`config.mk`:
```
export PLATFORM = sky130hd
export DESIGN_NAME = button_debounce_press_classifier
export DESIGN_NICKNAME = d
export VERILOG_FILES = /design/src/design/bdpc_pkg.sv /design/src/design/bdpc_engine.sv /design/src/design/button_debounce_press_classifier.sv
export SDC_FILE = /design/constraint.sdc
export NUM_CORES = 1
export LEC_CHECK = 0
export ABC_AREA = 1
export BUFFER_PORTS_ARGS = -buffer_cell sky130_fd_sc_hd__buf_4
export CORE_MARGIN = 2
export CORE_UTILIZATION = 37
export DETAILED_ROUTE_END_ITERATION = 16
export PLACE_DENSITY = 0.63
export RECOVER_POWER = 25
export SYNTH_ARGS = -nofsm -noshare
export SYNTH_HDL_FRONTEND = slang
export SYNTH_HIERARCHICAL = 1
export SYNTH_SLANG_ARGS = --single-unit
```
`constraint.sdc`:
```
create_clock -name clk -period 6.6 [get_ports clk]
set_clock_uncertainty 0.15 [all_clocks]
set_input_delay 0.66 -clock clk [delete_from_list [all_inputs] [get_ports clk]]
set_output_delay 0.66 -clock clk [all_outputs]
set_load 0.02 [all_outputs]
```
`src/design/bdpc_pkg.sv`:
```
// ----------------------------------------------------------------------------
// bdpc_pkg: shared types and constants for the button press classifier
// Register indexes, reset values and the per-poll result record.
// ----------------------------------------------------------------------------
package bdpc_pkg;

  localparam int unsigned CFG_INDEX_BITS = 8;
  localparam int unsigned CFG_DATA_BITS  = 16;
  localparam int unsigned NOW_BITS       = 32;

  localparam logic [CFG_INDEX_BITS-1:0] REG_DEBOUNCE_TIME   = 8'd0;
  localparam logic [CFG_INDEX_BITS-1:0] REG_LONG_PRESS_TIME = 8'd1;

  localparam logic [CFG_DATA_BITS-1:0] DEBOUNCE_TIME_RESET   = 16'd50;
  localparam logic [CFG_DATA_BITS-1:0] LONG_PRESS_TIME_RESET = 16'd1500;

  typedef struct packed {
    logic stable_pressed;
    logic long_hold_reached;
    logic short_press;
    logic long_press;
    logic label;
  } bdpc_result_t;

endpackage

```
`src/design/bdpc_engine.sv`:
```
// ----------------------------------------------------------------------------
// bdpc_engine: debounce and press classification state
// Holds the per-button state and updates it once per stepped poll.
// ----------------------------------------------------------------------------
module bdpc_engine
  import bdpc_pkg::*;
#(
  parameter int unsigned TIME_BITS = 32
) (
  input  logic                     clk,
  input  logic                     rst,
  input  logic                     step,
  input  logic                     raw,
  input  logic [TIME_BITS-1:0]     now,
  input  logic [CFG_DATA_BITS-1:0] debounce_time,
  input  logic [CFG_DATA_BITS-1:0] long_press_time,
  output bdpc_result_t             result
);

  logic                 debounced_level, debounced_level_next;
  logic [TIME_BITS-1:0] last_stable_time, last_stable_time_next;
  logic                 previous_level;
  logic [TIME_BITS-1:0] press_start_time, press_start_time_next;
  logic                 hold_announced, hold_announced_next;
  logic                 label_bit, label_bit_next;

  logic [TIME_BITS-1:0] since_stable;
  logic [TIME_BITS-1:0] since_press;
  logic                 debounce_done;
  logic                 hold_long;

  assign since_stable  = now - last_stable_time;
  assign since_press   = now - press_start_time;
  assign debounce_done = since_stable >= TIME_BITS'(debounce_time);
  assign hold_long     = since_press >= TIME_BITS'(long_press_time);

  always_comb begin
    debounced_level_next  = debounced_level;
    last_stable_time_next = last_stable_time;
    press_start_time_next = press_start_time;
    hold_announced_next   = hold_announced;
    label_bit_next        = label_bit;
    result                = '0;

    // debounce: refresh while raw agrees, accept a change once it has waited
    if (raw != debounced_level) begin
      if (debounce_done) begin
        debounced_level_next  = raw;
        last_stable_time_next = now;
      end
    end else begin
      last_stable_time_next = now;
    end

    if (debounced_level_next && !previous_level) begin
      press_start_time_next = now;
      hold_announced_next   = 1'b0;
    end

    if (debounced_level_next && previous_level && !hold_announced && hold_long) begin
      hold_announced_next      = 1'b1;
      result.long_hold_reached = 1'b1;
    end

    if (!debounced_level_next && previous_level) begin
      if (hold_long) begin
        result.long_press = 1'b1;
      end else begin
        label_bit_next     = !label_bit;
        result.short_press = 1'b1;
      end
    end

    result.stable_pressed = debounced_level_next;
    result.label          = label_bit_next;
  end

  always_ff @(posedge clk) begin
    if (rst) begin
      debounced_level  <= 1'b0;
      last_stable_time <= '0;
      previous_level   <= 1'b0;
      press_start_time <= '0;
      hold_announced   <= 1'b0;
      label_bit        <= 1'b0;
    end else if (step) begin
      debounced_level  <= debounced_level_next;
      last_stable_time <= last_stable_time_next;
      previous_level   <= debounced_level_next;
      press_start_time <= press_start_time_next;
      hold_announced   <= hold_announced_next;
      label_bit        <= label_bit_next;
    end
  end

endmodule

```
`src/design/button_debounce_press_classifier.sv`:
```
// ----------------------------------------------------------------------------
// button_debounce_press_classifier: debounced button with short/long press
// Polls in, one classified result beat out per poll.
// ----------------------------------------------------------------------------
// Each input beat is one poll of a push button: the raw level and a
// free-running millisecond timestamp. Every poll yields exactly one result
// beat carrying the debounced level, three event pulses (long hold reached,
// short press released, long press released) and the label bit, which a
// short press toggles. Elapsed times are wrapping differences modulo
// 2^TIME_BITS; only the low TIME_BITS bits of now_ms count when TIME_BITS is
// below 32. A poll goes from the input register through one subtract and
// compare per timer into the result register, so the block sustains one poll
// per cycle while the result is not stalled; a poll's beat is registered in
// the input register and then in the result register, where a stall holds it.
// Configuration writes are taken at any time (cfg_ready is tied high) but
// must only be issued while no poll is in flight; unknown indexes are dropped.
// ----------------------------------------------------------------------------
module button_debounce_press_classifier
  import bdpc_pkg::*;
#(
  parameter int unsigned TIME_BITS = 32
) (
  input  logic                      clk,
  input  logic                      rst,
  // poll channel
  input  logic                      in_valid,
  output logic                      in_ready,
  input  logic                      raw_pressed,
  input  logic [NOW_BITS-1:0]       now_ms,
  // result channel
  output logic                      out_valid,
  input  logic                      out_ready,
  output logic                      stable_pressed,
  output logic                      long_hold_reached,
  output logic                      short_press,
  output logic                      long_press,
  output logic                      label,
  // configuration write channel
  input  logic                      cfg_valid,
  output logic                      cfg_ready,
  input  logic [CFG_INDEX_BITS-1:0] cfg_index,
  input  logic [CFG_DATA_BITS-1:0]  cfg_data
);

  logic [CFG_DATA_BITS-1:0] debounce_time;
  logic [CFG_DATA_BITS-1:0] long_press_time;

  logic                 in_full;
  logic                 raw_q;
  logic [TIME_BITS-1:0] now_q;

  logic         advance;
  logic         step;
  bdpc_result_t step_result;
  bdpc_result_t result_q;

  // advance the pipe whenever the result register is free or being drained
  assign advance  = !out_valid || out_ready;
  assign step     = in_full && advance;
  assign in_ready = !in_full || advance;
  assign cfg_ready = 1'b1;

  // configuration registers
  always_ff @(posedge clk) begin
    if (rst) begin
      debounce_time   <= DEBOUNCE_TIME_RESET;
      long_press_time <= LONG_PRESS_TIME_RESET;
    end else if (cfg_valid && cfg_ready) begin
      unique case (cfg_index)
        REG_DEBOUNCE_TIME:   debounce_time   <= cfg_data;
        REG_LONG_PRESS_TIME: long_press_time <= cfg_data;
        default: ;  // drop writes to unknown registers
      endcase
    end
  end

  // input register: hold the poll until the engine takes it
  always_ff @(posedge clk) begin
    if (rst) begin
      in_full <= 1'b0;
    end else if (in_ready) begin
      in_full <= in_valid;
    end
  end

  always_ff @(posedge clk) begin
    if (in_valid && in_ready) begin
      raw_q <= raw_pressed;
      now_q <= TIME_BITS'(now_ms);  // zero-extend or keep the low bits
    end
  end

  bdpc_engine #(
    .TIME_BITS (TIME_BITS)
  ) u_engine (
    .clk             (clk),
    .rst             (rst),
    .step            (step),
    .raw             (raw_q),
    .now             (now_q),
    .debounce_time   (debounce_time),
    .long_press_time (long_press_time),
    .result          (step_result)
  );

  // result register: one beat per stepped poll
  always_ff @(posedge clk) begin
    if (rst) begin
      out_valid <= 1'b0;
    end else if (advance) begin
      out_valid <= in_full;
    end
  end

  always_ff @(posedge clk) begin
    if (step) begin
      result_q <= step_result;
    end
  end

  assign stable_pressed    = result_q.stable_pressed;
  assign long_hold_reached = result_q.long_hold_reached;
  assign short_press       = result_q.short_press;
  assign long_press        = result_q.long_press;
  assign label             = result_q.label;

endmodule
```
* Word level (Yosys, flattened, before mapping)
Cells that the tools add are included.
Word-level totals: flip-flop bits (word level) 139, logic and storage cells 56
Operators by class: add/sub/neg operators 2, order comparisons 2, equal/unequal tests 3, multiplexer cells 11, reductions and logical operators 22
Operator list (count):
- 32-bit by 16-bit >= comparator with 1-bit output | 2
- 32-bit 2-to-1 mux | 2
- 32-bit subtractor | 2
- 2-bit AND reduction | 5
- 1-bit 2-to-1 mux | 9
- 8-bit by 1-bit == test with 1-bit output (second input constant) | 1
- 8-bit zero test | 1
- 1-bit logical AND | 7
- 1-bit zero test | 6
- 1-bit logical OR | 2
- 2-bit by 1-bit inequality test with 1-bit output (second input constant) | 1
- 2-bit nonzero test | 1
- 1-bit inequality test | 1

* Depth between registers and ports, before layout
depth after elaboration 9, mapped depth 29, gate-level depth less buffers 29

* Hierarchy
The synthesis kept the hierarchy.
By module, submodules not included:
- bdpc_engine | times used 1, cells an instance 1585, area an instance 8633.3 um^2
- button_debounce_press_classifier | times used 1, cells an instance 243, area an instance 2587.5 um^2

* Worst setup path after synthesis
Ideal clock, no wire load.
kind reg-to-reg, start register now_q[0], end register result_q (netlist bit label), data pin, arrival 3118 ps, required time 6199 ps, slack 3081 ps, stages on the path, launching flop included 26, path buffers 1, path through edfxtp_1 > inv_1 > ha_1 > inv_1 > fa_1 > nand3_1 > nand3_1 > nand2_1 > nand2_1 > nand2_1 > nand2_1 > xor2_1 > ha_1 > nand2_1 > nor2_1 > a211oi_1 > nand2_1 > nand2_1 > nand3_1 > nor3_1 > nand3_1 > nor2_1 > nand2_1 > nand2_1 > nand2_1 > buf_4
Between the ends: word-level cells in the longest chain between the ends 7, elaborated cells between the ends (all ways) 10, those cells by class add/sub: 2; order compare: 2; mux: 4; reduce/logical: 2
Ends and longest elaborated chain:
- start: declaration | line button_debounce_press_classifier.sv:50 | logic [TIME_BITS-1:0] now_q;
- start signal: assignment | line button_debounce_press_classifier.sv:89 | now_q <= TIME_BITS'(now_ms);
- 32-bit subtractor | line bdpc_engine.sv:32 | assign since_stable = now - last_stable_time;
- 32-bit by 16-bit >= comparator with 1-bit output | line bdpc_engine.sv:34 | assign debounce_done = since_stable >= TIME_BITS'(debounce_time);
- 1-bit 2-to-1 mux | line bdpc_engine.sv:47 | if (debounce_done) begin
- 1-bit 2-to-1 mux | line bdpc_engine.sv:46 | if (raw != debounced_level) begin
- 1-bit zero test | line bdpc_engine.sv:65 | if (!debounced_level_next && previous_level) begin
- 1-bit logical AND | line bdpc_engine.sv:65
- 1-bit 2-to-1 mux * | line bdpc_engine.sv:65
- via u_engine.label_bit_next | line bdpc_engine.sv:25 | logic label_bit, label_bit_next;
- end signal: assignment | line button_debounce_press_classifier.sv:117 | result_q <= step_result;
- end: declaration | line button_debounce_press_classifier.sv:55 | bdpc_result_t result_q;
Mark *: on every way through the listed nets, which the timed path passes. The rest lies on a longest branch. A chain may end at the register's enable or synchronous reset.

* Final worst setup path
start register now_q[0], end register u_engine.press_start_time[2]
Between the ends: word-level cells in the longest chain between the ends 6
Ends and longest elaborated chain:
- 32-bit subtractor | line bdpc_engine.sv:32
- 32-bit by 16-bit >= comparator with 1-bit output | line bdpc_engine.sv:34
- 1-bit 2-to-1 mux | line bdpc_engine.sv:47
- 1-bit 2-to-1 mux | line bdpc_engine.sv:46
- 1-bit logical AND | line bdpc_engine.sv:55 | if (debounced_level_next && !previous_level) begin
- 2-bit AND reduction (no source line)
- end signal: assignment | line bdpc_engine.sv:90 | press_start_time <= press_start_time_next;
- end: declaration | line bdpc_engine.sv:23 | logic [TIME_BITS-1:0] press_start_time, press_start_time_next;
Every way passes these cells.

==> summary.md <==
| Metric | Value |
|---|---|
| TritonCTS Buffers | 17 |
| CP startpoint | now_q[0] |
| Fmax | about 220 MHz |
| Total area of sequential cells | 3160 sq um |
| Tcrit/Tclk final | around 70% |
| Ys async rst share | 0% |
| Final WS setup | 2.03 ns |
| Worst skew pair latency | 0.43 ns |
| Routed WL | 31,700 microns |
| Critical Path RT | 6.77 ns |
| Fill cells | 3,115 |
| Htree depth | 4 |
| Number of DRC markers in iteration 0 | 695 |
| Ant diodes | 0 |
| Avg Inst Size Synth | around 6.1 sq um |
| Fin util | 42.2% |
| Final TNS setup | 0 ns |
| Vias per cell | 4.73 |
| Status | finished with violations |
| Critical Path Slowest Stage Cell | buf_4 |
| Post CTS Setup Buffer Count | 0 |
| Startpoint types | register |
| Share of cells above drive strength 1 | 6.63% |
| CP Class | register to register |
| Most common cell after layout, fill and taps aside | nand2_1 |
| Crit path top cell by count | nand2_1 |
| Full die area | 31,700 sq um |
| Drt wl/cell | around 14 microns |
| Io pins | 70 |
| Clk slew on worst S/H paths | 0.06 ns |
| Hpwl dp | 26,300 microns |
| CTS root buf | clkbuf_16 |
| Largest stage delay on the critical path | between 0.4 and 0.5 ns |
| Failing checks | capacitance limit, slew limit |
| Die Span Y | 178 microns |
| Netlist Area Pre-Place | 11,200 sq um |
| Commonest cells after routing, fill and taps aside | nand2_1 (622), inv_1 (346), nor2_1 (230), nand3_1 (108), dfxtp_1 (101) |
| Final Hold Fails | 0 |
| DRT antenna net count | 0 |
| Top post-synthesis cells by area | nand2_1 (21%), dfxtp_1 (18%), inv_1 (12%) |
| Routability cong. | 0.958 |
| Die X | around 180 microns |
| RSZ-0062 raised after global routing | no |
| Arrival time worst endpoint | 4.74 ns |
| Yosys cell types | 40 |
| Syn nets | 1,986 |
| HP Class | input port to register |
| DRT Pass-1 Iters | 5 |
| Syn Inst Count | 1,828 |
| Worst Max-Slew Pin Slew | 1.87 ns |
| Slew Viols, Final | 34 |
| Hold path startpoint | now_ms[31] |
| Initial antenna violation count | 0 |
| VDD IR-drop max | 0.177 mV |
| Area of the multi-input gates | 6520 sq um |
| Remaining Overflow, GRT | 0 |
| Seq/Total Area, Yosys | between 20 and 30% |
| Area Growth Syn to Fin | 11.6% |
| Max FO, Critical Path | 40 |
| Starting Density | 37.8% |
| Leakage | 0.00675 uW |
| Power Density | 214 nW/um^2 |
| Synth warn | 6 |
| CP Capture Type | register |
| Core area | between 20,000 and 30,000 sq um |
| First-pass GRT wire length | 51,000 microns |
| Largest net degree at the start of global routing | 63 |
| Number of buffers inserted by port buffering | 68 |
| Worst relative slew slack | -24.8% |
| Global-route usage over all layers | 20.5% |
| Minimum clock period | roughly 4.6 ns |
| Setup violators final | 0 |
| Final Power | 2680 uW |
| DP Worst Slack | 2.06 ns |
| Reg2reg start | now_q[0] |
| Number of global-route vias before repair | 10,100 |
| DRC | 0 |
| Main synth FF type | dfxtp_1 |
| CTS Buffer Depth | 2 |
| Clock sink count | 139 |
| DR vias | 10,800 |
| Synth Register Bits | 139 |
| Row cnt | 63 |
| CTS tree | done |
| EDFF count, synth | 38 |
| Resized cells post-CTS | 0 |
| Cts hold-fix bufs | 0 |
| Top cell type's share of synthesized area | roughly a fifth |
| Area leader, netlist | nand2_1 |
| Layout Nets | approximately 2,000 |
| Maxcap violations | 1 |
kinds of logic (layout without fill, tap and decap cells):
logic type	after synthesis	count (layout)	synth area share (%)
and+or+nand+nor	1028	1028	37.5
other	1	1	0.0334
xor gates and xnor gates	34	34	2.65
adders and majority gates	96	96	10.8
DFF	139	139	28.2
buffers and inverters	382	454	13.7
AOI/OAI and AO/OA	148	148	6.99
power breakdown:
part           internal (uW)  switching [uW]  total (uW)
Sequential               920            27.4         948
Combinational            301             553         854
Clock                    512             370         882
Total                   1730             950        2680
cell usage after synthesis, types with 7 or more instances:
cell type	instances
nand4_1	16
nand3_1	108
clkbuf_1	7
inv_1	346
nor3_1	9
edfxtp_1	38
o21ai_0	25
buf_6	11
ha_1	94
nor2_1	230
dfxtp_1	101
xor2_1	30
nand2_2	12
nand2_1	622
a21oi_1	91
o21ai_1	15
final timing paths:
path | end | slack [ns] | depth (start not counted)
setup / recovery | u_engine/press_start_time[2] | 2.03 | 25
hold / removal | now_q[31] | 0.28 | 1
setup reg to reg | u_engine/press_start_time[2] | 2.03 | 25
hold reg to reg | u_engine/last_stable_time[22] | 0.31 | 2
layer usage:
| metal | wire length [microns] | vias to the layer above | GRT usage, % |
|---|---|---|---|
| met5 | 0 | - | 0 |
| met4 | 588 | 0 | 6.32 |
| met3 | 885 | 40 | 2.13 |
| met2 | 15300 | 180 | 35.5 |
| met1 | 14900 | 4889 | 26.8 |
| li1 | - | 5717 | - |
critical path: cells and delay by family (launching register included):
family / cells / cell delay, ns
XOR/XNOR: 1 / 0.08
AO/OA/AOI/OAI: 2 / 0.39
AND/OR/NAND/NOR: 16 / 1.90
adder cells (fa/ha/maj): 3 / 0.87
flip-flops: 1 / 0.39
buffers and inverters: 3 / 0.68
stage by stage:
| step | hold WS (ns) | instances | area (sq um) |
|---|---|---|---|
| final | 0.282 | 2290 | 12500 |
| after global routing | 0.266 | 2290 | 12500 |
| after global placement | 0.291 | 2258 | 12000 |
| after detailed placement | 0.295 | 2258 | 12000 |
| after CTS | 0.242 | 2290 | 12600 |
| after floorplan | 0.279 | 1828 | 11200 |
final cells by class:
cell class | count | share of cell area (%)
clock buffers | 22 | 3.80
clock inverters | 10 | 0.519
inverters | 350 | 10.5
multi-input cells | 1307 | 52.0
flip-flops and latches | 139 | 25.2
well taps | 390 | 3.90
repair buffers | 72 | 4.05
flip-flops by register name, indices dropped and copies added, names as in the netlist:
name,flops
u_engine/previous_level,1
long_press_time,16
long_hold_reached,1
u_engine/hold_announced,1
out_valid,1
u_engine/press_start_time,32
raw_q,1
short_press,1
in_full,1
debounce_time,16
label,1
u_engine/last_stable_time,32
stable_pressed,1
u_engine/label_bit,1
long_press,1
now_q,32
Power figures use the tool's default switching activity.
